--- src/rtl/gcdec_pkg.sv ---
package gcdec_pkg;

   // Curve sizing
   localparam int MAX_ENTRIES   = 1024;
   localparam int TOTAL_RESET   = 257;
   localparam int ENTRY_CNT_W   = $clog2(MAX_ENTRIES + 1);
   localparam int ENTRY_IDX_W   = $clog2(MAX_ENTRIES);
   localparam int TOTAL_W       = 11;

   // Results per request: table start entry plus at most one per symbol
   localparam int SYMS_PER_BYTE = 4;
   localparam int MAX_RESULTS   = SYMS_PER_BYTE + 1;
   localparam int RES_CNT_W     = $clog2(MAX_RESULTS + 1);

   // Slope and level arithmetic
   localparam logic [7:0] FIRST_BOOST = 8'd8;

   // Symbol codes
   localparam logic [1:0] SYM_ZERO   = 2'd0;
   localparam logic [1:0] SYM_PLUS   = 2'd1;
   localparam logic [1:0] SYM_ESCAPE = 2'd2;
   localparam logic [1:0] SYM_MINUS  = 2'd3;

   // Position within an escape sequence
   typedef enum logic [1:0] {
      PHASE_OPCODE   = 2'd0,
      PHASE_ESC_LOW  = 2'd1,
      PHASE_ESC_HIGH = 2'd2
   } phase_type;

   typedef struct packed {
      logic [7:0] data_byte;
      logic       table_start;
   } gcdec_req_type;

   typedef struct packed {
      logic [15:0]            entry_value;
      logic [ENTRY_IDX_W-1:0] entry_index;
      logic                   run_last;
      logic                   table_done;
   } gcdec_rsp_type;

endpackage

--- src/rtl/gamma_curve_decoder_unit.sv ---
// Channel   Direction  Handshake            Payload
// req_      in         req_valid/req_stall  gcdec_req_type (data_byte, table_start)
// rsp_      out        rsp_valid/rsp_stall  gcdec_rsp_type (value, index, last, done)
// csr_      in         csr_write_enable     csr_write_data = total_entries
//
// A request is registered, then decoded combinationally into zero to five entries
// that load a result buffer drained one entry per cycle, unless rsp_stall holds it,
// through its single output; a request reaches it via the input register.
// Synchronous reset empties both stages, sets total_entries to 257 and idles the
// decoder until a table start. A stalled output holds the buffer; the input
// register takes the next request in the cycle the buffer loads.
module gamma_curve_decoder_unit (
   input  logic                          clock,
   input  logic                          reset,
   input  logic                          req_valid,
   output logic                          req_stall,
   input  gcdec_pkg::gcdec_req_type      req_data,
   output logic                          rsp_valid,
   input  logic                          rsp_stall,
   output gcdec_pkg::gcdec_rsp_type      rsp_data,
   input  logic                          csr_write_enable,
   input  logic [gcdec_pkg::TOTAL_W-1:0] csr_write_data
);
   import gcdec_pkg::*;

   // Configuration
   logic [TOTAL_W-1:0]     total_ff;

   // Input register
   gcdec_req_type          req_ff;
   logic                   req_valid_ff;
   logic                   req_valid_in;

   // Decoder state
   phase_type              phase_ff, phase_in;
   logic [1:0]             esc_ff, esc_in;
   logic [7:0]             slope_ff, slope_in;
   logic [15:0]            level_ff, level_in;
   logic [ENTRY_CNT_W-1:0] emitted_ff, emitted_in;
   logic                   finished_ff, finished_in;

   // Result buffer
   gcdec_rsp_type          buf_ff [MAX_RESULTS];
   gcdec_rsp_type          buf_in [MAX_RESULTS];
   logic [RES_CNT_W-1:0]   cnt_ff, cnt_in;
   logic [RES_CNT_W-1:0]   rd_ptr_ff;

   logic                   take;
   logic                   drained;
   logic                   load;
   logic [ENTRY_CNT_W-1:0] eff_total;

   // Handshakes
   assign rsp_valid = (rd_ptr_ff != cnt_ff);
   assign rsp_data  = buf_ff[rd_ptr_ff];
   assign take      = rsp_valid && !rsp_stall;
   assign drained   = !rsp_valid || (take && (rd_ptr_ff + 1'b1 == cnt_ff));
   assign load      = req_valid_ff && drained;
   assign req_stall = req_valid_ff && !load;

   // Clamp the configured count to the supported range
   always_comb begin
      if (total_ff > TOTAL_W'(MAX_ENTRIES)) begin
         eff_total = ENTRY_CNT_W'(MAX_ENTRIES);
      end else if (total_ff == '0) begin
         eff_total = ENTRY_CNT_W'(1);
      end else begin
         eff_total = ENTRY_CNT_W'(total_ff);
      end
   end

   // Decode the registered request into its entries
   always_comb begin
      phase_type              ph;
      logic [1:0]             esc;
      logic [7:0]             sl;
      logic [15:0]            lv;
      logic [ENTRY_CNT_W-1:0] em;
      logic                   fin;
      logic [RES_CNT_W-1:0]   n;
      logic [1:0]             sym;
      logic [7:0]             delta;
      logic                   apply;
      logic                   done;

      ph    = phase_ff;
      esc   = esc_ff;
      sl    = slope_ff;
      lv    = level_ff;
      em    = emitted_ff;
      fin   = finished_ff;
      n     = '0;
      sym   = SYM_ZERO;
      delta = '0;
      apply = 1'b0;
      done  = 1'b0;
      for (int i = 0; i < MAX_RESULTS; i++) begin
         buf_in[i] = '0;
      end

      // Table start: clear state and emit the zero entry
      if (req_ff.table_start) begin
         done        = (eff_total <= ENTRY_CNT_W'(1));
         ph          = PHASE_OPCODE;
         esc         = '0;
         sl          = '0;
         lv          = '0;
         buf_in[0]   = '{entry_value: '0, entry_index: '0, run_last: 1'b0,
                         table_done: done};
         n           = RES_CNT_W'(1);
         em          = ENTRY_CNT_W'(1);
         fin         = done;
      end

      // Walk the four symbols, low pair first
      for (int s = 0; s < SYMS_PER_BYTE; s++) begin
         apply = 1'b0;
         delta = '0;
         if (!fin) begin
            sym = req_ff.data_byte[2*s +: 2];
            case (ph)
               PHASE_ESC_LOW: begin
                  esc = sym;
                  ph  = PHASE_ESC_HIGH;
               end
               PHASE_ESC_HIGH: begin
                  delta = {{4{sym[1]}}, sym, esc};
                  ph    = PHASE_OPCODE;
                  apply = 1'b1;
               end
               default: begin
                  if (sym == SYM_ESCAPE) begin
                     ph = PHASE_ESC_LOW;
                  end else begin
                     ph    = PHASE_OPCODE;
                     apply = 1'b1;
                     case (sym)
                        SYM_PLUS:  delta = 8'h01;
                        SYM_MINUS: delta = 8'hFF;
                        default:   delta = 8'h00;
                     endcase
                  end
               end
            endcase

            // Advance slope and level, emit one entry
            if (apply) begin
               if (em >= eff_total) begin
                  fin = 1'b1;
               end else begin
                  if (em == ENTRY_CNT_W'(1)) begin
                     delta = delta + FIRST_BOOST;
                  end
                  sl   = sl + delta;
                  lv   = lv + {8'h00, sl};
                  done = ((em + 1'b1) >= eff_total);
                  buf_in[n] = '{entry_value: lv, entry_index: em[ENTRY_IDX_W-1:0],
                                run_last: 1'b0, table_done: done};
                  em   = em + 1'b1;
                  n    = n + 1'b1;
                  if (done) begin
                     fin = 1'b1;
                  end
               end
            end
         end
      end

      // Mark the last entry of this request
      if (n != '0) begin
         buf_in[n - 1'b1].run_last = 1'b1;
      end

      phase_in    = ph;
      esc_in      = esc;
      slope_in    = sl;
      level_in    = lv;
      emitted_in  = em;
      finished_in = fin;
      cnt_in      = n;
   end

   // Input register valid
   always_comb begin
      if (req_valid && !req_stall) begin
         req_valid_in = 1'b1;
      end else if (load) begin
         req_valid_in = 1'b0;
      end else begin
         req_valid_in = req_valid_ff;
      end
   end

   // Control and state registers
   always_ff @(posedge clock) begin
      if (reset) begin
         total_ff     <= TOTAL_W'(TOTAL_RESET);
         req_valid_ff <= 1'b0;
         phase_ff     <= PHASE_OPCODE;
         esc_ff       <= '0;
         slope_ff     <= '0;
         level_ff     <= '0;
         emitted_ff   <= '0;
         finished_ff  <= 1'b1;
         cnt_ff       <= '0;
         rd_ptr_ff    <= '0;
      end else begin
         if (csr_write_enable) begin
            total_ff <= csr_write_data;
         end
         req_valid_ff <= req_valid_in;
         if (load) begin
            phase_ff    <= phase_in;
            esc_ff      <= esc_in;
            slope_ff    <= slope_in;
            level_ff    <= level_in;
            emitted_ff  <= emitted_in;
            finished_ff <= finished_in;
            cnt_ff      <= cnt_in;
            rd_ptr_ff   <= '0;
         end else if (take) begin
            rd_ptr_ff <= rd_ptr_ff + 1'b1;
         end
      end
   end

   // Payload registers
   always_ff @(posedge clock) begin
      if (req_valid && !req_stall) begin
         req_ff <= req_data;
      end
      if (load) begin
         for (int i = 0; i < MAX_RESULTS; i++) begin
            buf_ff[i] <= buf_in[i];
         end
      end
   end

`ifndef SYNTHESIS
   // Read pointer never passes the fill count
   assert property (@(posedge clock) disable iff (reset) rd_ptr_ff <= cnt_ff)
      else $error("result buffer read pointer beyond fill count");

   // Buffer loads only once its contents are gone
   assert property (@(posedge clock) disable iff (reset)
      load |-> (!rsp_valid || (take && (rd_ptr_ff + 1'b1 == cnt_ff))))
      else $error("result buffer overwritten before drained");

   // Entry count stays within the supported table size
   assert property (@(posedge clock) disable iff (reset)
      emitted_ff <= ENTRY_CNT_W'(MAX_ENTRIES))
      else $error("entry count beyond table size");

   // An entry marked table done is always the last entry of its request
   assert property (@(posedge clock) disable iff (reset)
      (take && rsp_data.table_done) |-> rsp_data.run_last)
      else $error("entries follow the final table entry within a request");
`endif

endmodule

--- config.mk ---
export PLATFORM = sky130hd
export DESIGN_NAME = gamma_curve_decoder_unit
export DESIGN_NICKNAME = d
export VERILOG_FILES = /design/src/rtl/gcdec_pkg.sv /design/src/rtl/gamma_curve_decoder_unit.sv
export SDC_FILE = /design/constraint.sdc
export NUM_CORES = 1
export LEC_CHECK = 0
export BUFFER_PORTS_ARGS = -buffer_cell sky130_fd_sc_hd__buf_2
export CAP_MARGIN = 20
export CORE_UTILIZATION = 55
export DETAILED_ROUTE_END_ITERATION = 8
export GPL_ROUTABILITY_DRIVEN = 0
export PLACE_DENSITY = 0.72
export SYNTH_ARGS = -nofsm -noshare
export SYNTH_HDL_FRONTEND = slang
export SYNTH_SLANG_ARGS = --single-unit
export TNS_END_PERCENT = 20
--- constraint.sdc ---
create_clock -name clock -period 18.01 [get_ports clock]
set_clock_uncertainty 0.05 [all_clocks]
set_input_delay 3.602 -clock clock [delete_from_list [all_inputs] [get_ports clock]]
set_output_delay 3.602 -clock clock [all_outputs]
set_load 0.1 [all_outputs]
# ---- Word-level counts from Yosys, hierarchy flattened
# Memories as Yosys holds them, arrays and structs flattened. A register that Yosys moved wholly into a read port is not among the register bits.
# Cells that the tools add are included.
dict set report classes {
  addsub 22
  order_cmp 20
  n_eq_ne 26
  mux 172
  bitwise 5
  n_reduce_logical 19
}
# operator count
set ops {}
lappend ops {{140-bit two-way mux} 13}
lappend ops {{140-bit bitwise mux} 5}
lappend ops {{28-bit demux with 3-bit select} 5}
lappend ops {{8-bit two-way mux} 37}
lappend ops {{16-bit two-way mux} 13}
lappend ops {{11-bit two-way mux} 15}
lappend ops {{8-bit one-hot mux with 2 select lines} 8}
lappend ops {{28-bit two-way mux} 4}
lappend ops {{11-bit greater-or-equal comparator} 8}
lappend ops {{16-bit by 8-bit adder with 16-bit output} 4}
lappend ops {{11-bit by 1-bit adder with 11-bit output, second input constant} 4}
lappend ops {{11-bit by 1-bit == test with 1-bit output, second input constant} 4}
lappend ops {{3-bit two-way mux} 14}
lappend ops {{1-bit two-way mux} 35}
lappend ops {{8-bit by 4-bit adder with 8-bit output, second input constant} 4}
lappend ops {{8-bit adder} 4}
lappend ops {{2-bit two-way mux} 15}
lappend ops {{2-bit == test, second input constant} 12}
lappend ops {{4-bit greater-or-equal comparator, second input constant} 5}
lappend ops {{4-bit by 1-bit < comparator with 1-bit output, second input constant} 5}
lappend ops {{3-bit inverter with 4-bit output} 5}
lappend ops {{2-bit by 1-bit == test with 1-bit output, second input constant} 8}
lappend ops {{2-bit one-hot mux with 2 select lines} 4}
lappend ops {{3-bit by 1-bit adder with 3-bit output, second input constant} 5}
lappend ops {{other kinds (13)} 28}
dict set report totals {
  regBits 67
  ram_bits 140
  in_bits 25
  output_inout_bits 30
  word_cells 277
  mem_count 1
}
# memory words width read_ports rd_clocked_by_memory_dff write_ports line_no
set mem_list {}
lappend mem_list {buf_ff 5 28 1 1 5 gamma_curve_decoder_unit.sv:43} ;# gcdec_rsp_type buf_ff [MAX_RESULTS];

# ---- Longest topological paths before layout
# Gate-level depths: netlist of the first run.
dict set report depth {
  ltp_word 32
  ltp_mapped 60
  mapped_depth_nobuf 50
}

# ---- Least setup slack after synthesis of the first run
# OpenSTA, ideal clock, no wires.
dict set report synth_timing {
  path_type {reg-to-reg}
  from {register req_ff[0] (netlist bit)}
  to {memory buf_ff[4][21] (netlist bit), data pin}
  setup_ps 274
  arrival_time_ps 13149
  slack_ps 4537
  path_stages_with_launch 60
  path_buffers 15
  path_cell_list {edfxtp_1 > clkbuf_1 > clkbuf_1 > clkbuf_1 > clkbuf_1 > clkbuf_1 > clkbuf_1 > nand2b_1 > inv_1 > ha_1 > and3b_1 > nor3_2 > and2_4 > nand3_2 > buf_4 > buf_2 > or2_2 > xor2_1 > [24 not listed] > nand4_1 > or4_1 > or4_1 > ha_1 > ha_1 > clkbuf_1 > nand2_1 > o311a_1 > xnor2_1 > ha_1 > nor2b_1 > nand2b_1 > nor4_1 > a2111oi_4 > o21bai_4 > nand2_1 > xnor2_1 > o22ai_1}
}
# element line_no
set synth_rtl {}
lappend synth_rtl {{from (decl)} gamma_curve_decoder_unit.sv:30} ;# gcdec_req_type req_ff;
lappend synth_rtl {{from (signal assigned)} gamma_curve_decoder_unit.sv:230} ;# req_ff <= req_data;
lappend synth_rtl {{to (decl)} gamma_curve_decoder_unit.sv:43}

==> summary.txt, run 1 <==
Placed design
  – Dpl cells: 2755
  – Port bufs: 54
  – Dpl hpwl: 49300 um

Route
  – Post-DR wirelength/cell: 23.7 um
  – DR pass1 iterations: 8
  – Vias per inst: 6.81
  – Post-route DRC: 0
  – Routed via count: 19000
  – Antenna-violating nets left: 0
  – Initial DRC count: 2799
  – Final wirelength: 66200 um

Clocking
  – Worst-path clk slew: 0.06 ns
  – Resize count post-CTS: 0
  – CTS Buf Count: 24
  – CTS Buffer Depth: 3
  – CTS Hold Bufs: 0
  – H-tree lvl count: 1
  – CTS tree: done
  – Post-CTS Repair Setup Buffers: 0
  – Worst skew pair latency: 0.55 ns
  – CTS Sinks: 210
  – Root buffer cell: clkbuf_16

Yosys
  – Top-count cell post-synth: nand2_1
  – Synthesized flop and latch total: 210
  – Most frequent cells after synthesis: nand2_1, a21oi_1, ha_1
  – Mean Syn Cell Area: 8.77 sq um
  – Main area contributors after synthesis: edfxtp_1, ha_1, dfxtp_1
  – Yosys warnings: 0
  – Top_reg_cell synth: edfxtp_1
  – Syn nets: 2541
  – Async SR Flop Fraction: 0%
  – Area of the mapped netlist: 0.0204 sq mm
  – Seq/Total Area, Yosys: 27.9%
  – Post-synth cell types: 110
  – Top-area cell type share of the netlist area: 21.9%
  – Synth Instances: 2329
  – Largest area contributor in the synthesized netlist: edfxtp_1
  – EDFF count, synth: 149

Die
  – Die Y: 195 um
  – # IOs: 55
  – Starting density of the core: 55.8%
  – Full die area: 0.0379 sq mm
  – Rows: 70
  – Die width: 195 um
  – Core area: 0.0366 sq mm

GRT
  – M3 GR Usage: 7.91%
  – GRT Util Overall: 34.7%
  – First-pass GRT wire length: 103000 um
  – Routing usage on met2: 50.9%
  – Grt ovf: 0
  – Antenna violations before repair: 0
  – GR Util met1: 47.9%
  – Busiest grt layer: met2
  – Vias in the first global route: 17900
  – Largest net degree at the start of global routing: 82

STA
  – Final min period: 14.87 ns
  – Final setup fails: 0
  – Worst-Margin Slew: 1.19 ns
  – Slew headroom: 20.7%
  – RSZ-0062 raised after global routing: no
  – Fmax: 67.3 MHz
  – Hold Vio Cnt, Final: 0
  – Setup TNS: 0 ns
  – Period utilization: 82.6%
  – Pins Over Slew Limit: 0

Layout
  – Antenna Cells: 0
  – Nets: 2526
  – Fillers: 3167
  – Layout cells sized above 1: 13.0%
  – Non-Filler Instances: 2799
  – Area Growth Syn to Fin: 7.28%

Worst setup path
  – Most frequent cell on the critical path: ha_1
  – FF-to-FF setup slack: 3.14 ns
  – CP max FO: 38
  – Critical Path Sink Type: flip-flop
  – Worst Path Required: 18.22 ns
  – CP max-delay cell: xor2_1
  – Setup crit start kind: flip-flop
  – Crit path kind: reg -> reg
  – CP arrival: 15.08 ns
  – Max stage delay on crit path: 0.75 ns

Run
  – Max Cap Viol: 0

Run status
  – Status: finished, final reports clean

Hold path
  – Hold Path Class: reg -> reg
## final cells by class
class | count | area [sq um] | area share, %
Clock buffer | 29 | 641 | 2.92
Tap cell | 468 | 586 | 2.67
Multi-Input combinational cell | 1887 | 13900 | 63.3
Clock inverter | 14 | 184 | 0.840
Timing Repair Buffer | 91 | 548 | 2.50
Inverter | 100 | 380 | 1.74
Sequential cell | 210 | 5700 | 26.0
## cell usage in the layout (no fill, tap or decap), types with 12 or more instances in the layout
cell / count
nand2_1: 240
xor2_1: 56
ha_1: 179
nand2b_1: 32
clkbuf_16: 25
xnor2_1: 107
mux2i_1: 30
edfxtp_1: 149
a211oi_1: 39
o21ai_0: 119
nand4_1: 33
inv_1: 86
mux4_2: 28
inv_2: 12
o21a_1: 14
a21oi_1: 194
a31oi_1: 13
nor2_1: 159
buf_4: 37
o21ai_1: 13
nor3_1: 59
nor2b_1: 40
dfxtp_1: 60
o211ai_1: 52
o22ai_1: 31
a21o_1: 33
buf_2: 54
o21bai_1: 17
nand3_1: 74
mux2_2: 47
xnor2_2: 13
nor4_1: 17
a221oi_1: 19
and3_1: 25
a311oi_1: 16
## cell families after synthesis
group           count (synthesis)  synth area share (%)
flops                         210                  27.9
buf+inv                       232                  4.42
fa+ha+maj                     187                  11.8
compound gates                637                  20.3
xor+xnor                      186                  9.29
simple gates                  770                  19.0
mux                           107                  7.29
## routing by layer
layer	wire [um]	part of all wire (%)	vias to the layer above
met4	3600	5.4	0
li1	-	-	8619
met5	0	0	-
met2	27200	41	1264
met1	27000	41	8935
met3	8320	13	231
## metrics by stage
step | util (%) | worst slack (ns) | hold slack, ns | area [sq um]
after detailed placement | 57.6 | 3.54 | 0.398 | 21100
after global routing | 59.8 | 2.14 | 0.428 | 21900
after floorplan | - | 4.54 | 0.377 | 20400
after CTS | 59.8 | 3.47 | 0.406 | 21900
after global placement | 57.6 | 4.04 | 0.387 | 21100
final | 59.8 | 3.14 | 0.404 | 21900
## flip-flops by register name, summed over array words and instances (netlist names), named ones only
register,count
rd_ptr_ff,3
finished_ff,1
slope_ff,8
phase_ff,2
emitted_ff,11
req_valid_ff,1
buf_ff,140
level_ff,16
total_ff,11
esc_ff,2
req_ff,9
cnt_ff,3
## worst paths after layout
check | depth (start not counted) | end | from
hold / removal | 2 | phase_ff[1] | phase_ff[1]
setup reg to reg | 46 | buf_ff[2][26] | total_ff[10]
hold reg to reg | 2 | phase_ff[1] | phase_ff[1]
setup / recovery | 46 | buf_ff[2][26] | total_ff[10]
## worst max-delay path: cells and delay by family, from the launching register on
kind / cells / cell delay (ns)
AO/OA/AOI/OAI: 11 / 2.66
XOR/XNOR: 5 / 2.18
adder cells (fa/ha/maj): 6 / 1.95
buffers and inverters: 6 / 1.58
flip-flops: 1 / 0.38
AND/OR/NAND/NOR: 18 / 5.76
Power of run 1 is not shown: default switching activity piles up to over one toggle a cycle in this logic, so the estimate is an artifact.
==> run 2: changes to the inputs <==
--- a/config.mk
+++ b/config.mk
@@ -10,7 +10,7 @@
 export CORE_UTILIZATION = 55
 export DETAILED_ROUTE_END_ITERATION = 8
 export GPL_ROUTABILITY_DRIVEN = 0
-export PLACE_DENSITY = 0.72
+export PLACE_DENSITY = 0.74
 export SYNTH_ARGS = -nofsm -noshare
 export SYNTH_HDL_FRONTEND = slang
 export SYNTH_SLANG_ARGS = --single-unit
==> constraint.sdc (replaced) <==
create_clock -name clock -period 13 [get_ports clock]
set_clock_uncertainty 0.05 [all_clocks]
set_input_delay 2.6 -clock clock [delete_from_list [all_inputs] [get_ports clock]]
set_output_delay 2.6 -clock clock [all_outputs]
set_load 0.1 [all_outputs]
==> run 2 against run 1 <==
Compared with the run above:
- maximum frequency rose by 19%
- worst hold slack lost 0.0049 ns
- die area is the same
- flip-flop and latch count unchanged
- via count grew 2.2%
- non-clock buffer count rose by 44
- register-to-register slack got worse by 2.6 ns
- global-route usage increased by 0.93 points
- design area rose by 2.5%
- clock-buffer cell count is 2 higher
- critical path type unchanged
==> summary.txt, run 2 (synthesized netlist as in run 1, its figures left out) <==
Worst setup path
  – Most frequent cell on the critical path: ha_1 (unchanged)
  – Worst Reg-to-Reg Cells: 48 (was 46)
  – CP arrival: 12.71 ns (was 15.08 ns)
  – Crit path kind: reg -> reg (unchanged)
  – Critical Path Sink Type: flip-flop (unchanged)
  – Worst Path Required: 13.22 ns (was 18.22 ns)
  – CP max FO: 38 (unchanged)
  – Reg2Reg Launch Point: total_ff[10] (unchanged)
  – Setup crit start kind: flip-flop (unchanged)
  – Worst r2r dst: buf_ff[0][25] (was buf_ff[2][26])
  – Max stage delay on crit path: 0.50 ns (was 0.75 ns)
  – FF-to-FF setup slack: 0.52 ns (was 3.14 ns)
  – CP max-delay cell: or4_4 (was xor2_1)

Die
  – Starting density of the core: 55.8% (unchanged)
  – Rows: 70 (unchanged)
  – # IOs: 55 (unchanged)
  – Full die area: 0.0379 sq mm (unchanged)
  – Die width: 195 um (unchanged)
  – Die Y: 195 um (unchanged)
  – Core area: 0.0366 sq mm (unchanged)

GRT
  – First-pass GRT wire length: 105000 um (was 103000 um)
  – GRT Util Overall: 35.6% (was 34.7%)
  – Largest net degree at the start of global routing: 128 (was 82)
  – Grt ovf: 0 (unchanged)
  – Vias in the first global route: 18500 (was 17900)
  – Antenna violations before repair: 1 (was 0)

Layout
  – Fillers: 3101 (was 3167)
  – Biggest register: buf_ff (unchanged)
  – Commonest cells after routing, fill and taps aside: nand2_1, a21oi_1, ha_1 (unchanged)
  – Nets: 2571 (was 2526)
  – Area Growth Syn to Fin: 9.93% (was 7.28%)
  – Non-Filler Instances: 2847 (was 2799)
  – Commonest non-fill, non-tap cell in the layout: nand2_1 (unchanged)
  – Max reg flops: 140 (unchanged)
  – Biggest regs: buf_ff x140, level_ff x16 (unchanged)
  – Layout cells sized above 1: 15.3% (was 13.0%)

Route
  – Routed via count: 19500 (was 19000)
  – DR pass1 iterations: 7 (was 8)
  – Routed length on met3: 8970 um (was 8320 um)
  – Antenna-violating nets left: 0 (unchanged)
  – Met2 Wirelength: 28700 um (was 27200 um)
  – Met1 WL: 26900 um (was 27000 um)
  – Initial DRC count: 2564 (was 2799)
  – Final wirelength: 68500 um (was 66200 um)
  – Post-DR wirelength/cell: 24.0 um (was 23.7 um)
  – Vias per inst: 6.84 (was 6.81)
  – Post-route DRC: 0 (unchanged)
  – DR top layer: met4 (unchanged)

Placed design
  – Dpl hpwl: 50000 um (was 49300 um)
  – Port bufs: 54 (unchanged)
  – Dpl cells: 2785 (was 2755)

Clocking
  – H-tree lvl count: 1 (unchanged)
  – CTS Buf Count: 25 (was 24)
  – CTS Sinks: 210 (unchanged)
  – Worst skew pair latency: 0.57 ns (was 0.55 ns)
  – CTS Buffer Depth: 3 (unchanged)
  – CTS tree: done (unchanged)
  – Worst-path clk slew: 0.07 ns (was 0.06 ns)
  – Root buffer cell: clkbuf_16 (unchanged)

Hold path
  – Hold endpoint: phase_ff[1] (unchanged)
  – Hold Path Class: reg -> reg (unchanged)
  – Hold depth: 2 (unchanged)
  – Worst Hold Launch: phase_ff[1] (unchanged)

STA
  – Slew headroom: 28.0% (was 20.7%)
  – Fmax: 80.1 MHz (was 67.3 MHz)
  – Final min period: 12.48 ns (was 14.87 ns)
  – Worst-Margin Slew: 1.08 ns (was 1.19 ns)
  – Hold Vio Cnt, Final: 0 (unchanged)
  – Pins Over Slew Limit: 0 (unchanged)
  – Setup TNS: 0 ns (unchanged)
  – Period utilization: 96.0% (was 82.6%)
  – Final setup fails: 0 (unchanged)

Run status
  – Status: finished, final reports clean (unchanged)

Run
  – Max Cap Viol: 0 (unchanged)
run 2: changes by cell type in the layout (fill, tap and decap cells not counted), moves of 3 or more:
cell     before  now
buf_4        37   73
buf_6         0    3
buf_8         0    3
xnor2_1     107  104
run 2: area by class of cell:
type / count / area, sq um / area share, %
clock buffers: 31 / 668 / 2.98
clock inverters: 15 / 201 / 0.897
well taps: 468 / 586 / 2.61
multi-input cells: 1887 / 14000 / 62.2
inverters: 100 / 382 / 1.70
flip-flops and latches: 210 / 5700 / 25.4
diodes: 1 / 2.50 / 0.0111
repair buffers: 135 / 945 / 4.21
run 2: worst max-delay path: cells and delay by family, from the launching register on:
| family | cells | cell delay (ns) |
|---|---|---|
| flip-flops | 1 | 0.40 |
| AO/OA/AOI/OAI | 14 | 3.27 |
| XOR/XNOR | 3 | 1.01 |
| adder cells (fa/ha/maj) | 7 | 2.09 |
| AND/OR/NAND/NOR | 18 | 4.07 |
| buffers and inverters | 6 | 1.30 |
run 2: metrics by stage:
| stage | hold slack, ns | setup WS (ns) | utilization (%) | instance area (sq um) |
|---|---|---|---|---|
| after global placement | 0.385 | 0.303 | 58.2 | 21300 |
| after CTS | 0.399 | 0.0356 | 60.7 | 22200 |
| after floorplan | 0.377 | 0.0288 | - | 20500 |
| after global routing | 0.423 | -0.0979 | 61.3 | 22400 |
| after detailed placement | 0.390 | -0.0567 | 58.3 | 21300 |
| final | 0.400 | 0.518 | 61.3 | 22400 |
run 2: worst max path at each step:
stage,start,endpoint,slack [ns],depth (start not counted)
2_1_floorplan,req_ff[0],buf_ff[4][23],0.03,58
3_3_place_gp,req_ff[0],buf_ff[4][22],0.30,44
3_5_place_dp,total_ff[10],buf_ff[4][22],-0.06,47
4_1_cts,req_ff[0],buf_ff[2][24],0.04,46
5_1_grt,total_ff[4],buf_ff[0][25],-0.1,50
6_report,total_ff[10],buf_ff[0][25],0.52,48
run 2: repair_timing:
action                                  CTS  global route
hold buffers                              0             0
setup buffers                             0            12
resized for setup                         3            14
pin swaps                                 0             5
endpoints found under the setup margin   13            66
run 2: layer usage:
| metal | GRT usage (%) | up-vias |
|---|---|---|
| met3 | 9.44 | 318 |
| met5 | 0 | - |
| met2 | 54.1 | 1335 |
| met1 | 46.6 | 9088 |
| met4 | 18.0 | 0 |
| li1 | - | 8723 |
Power of run 2 is left out for the same reason.
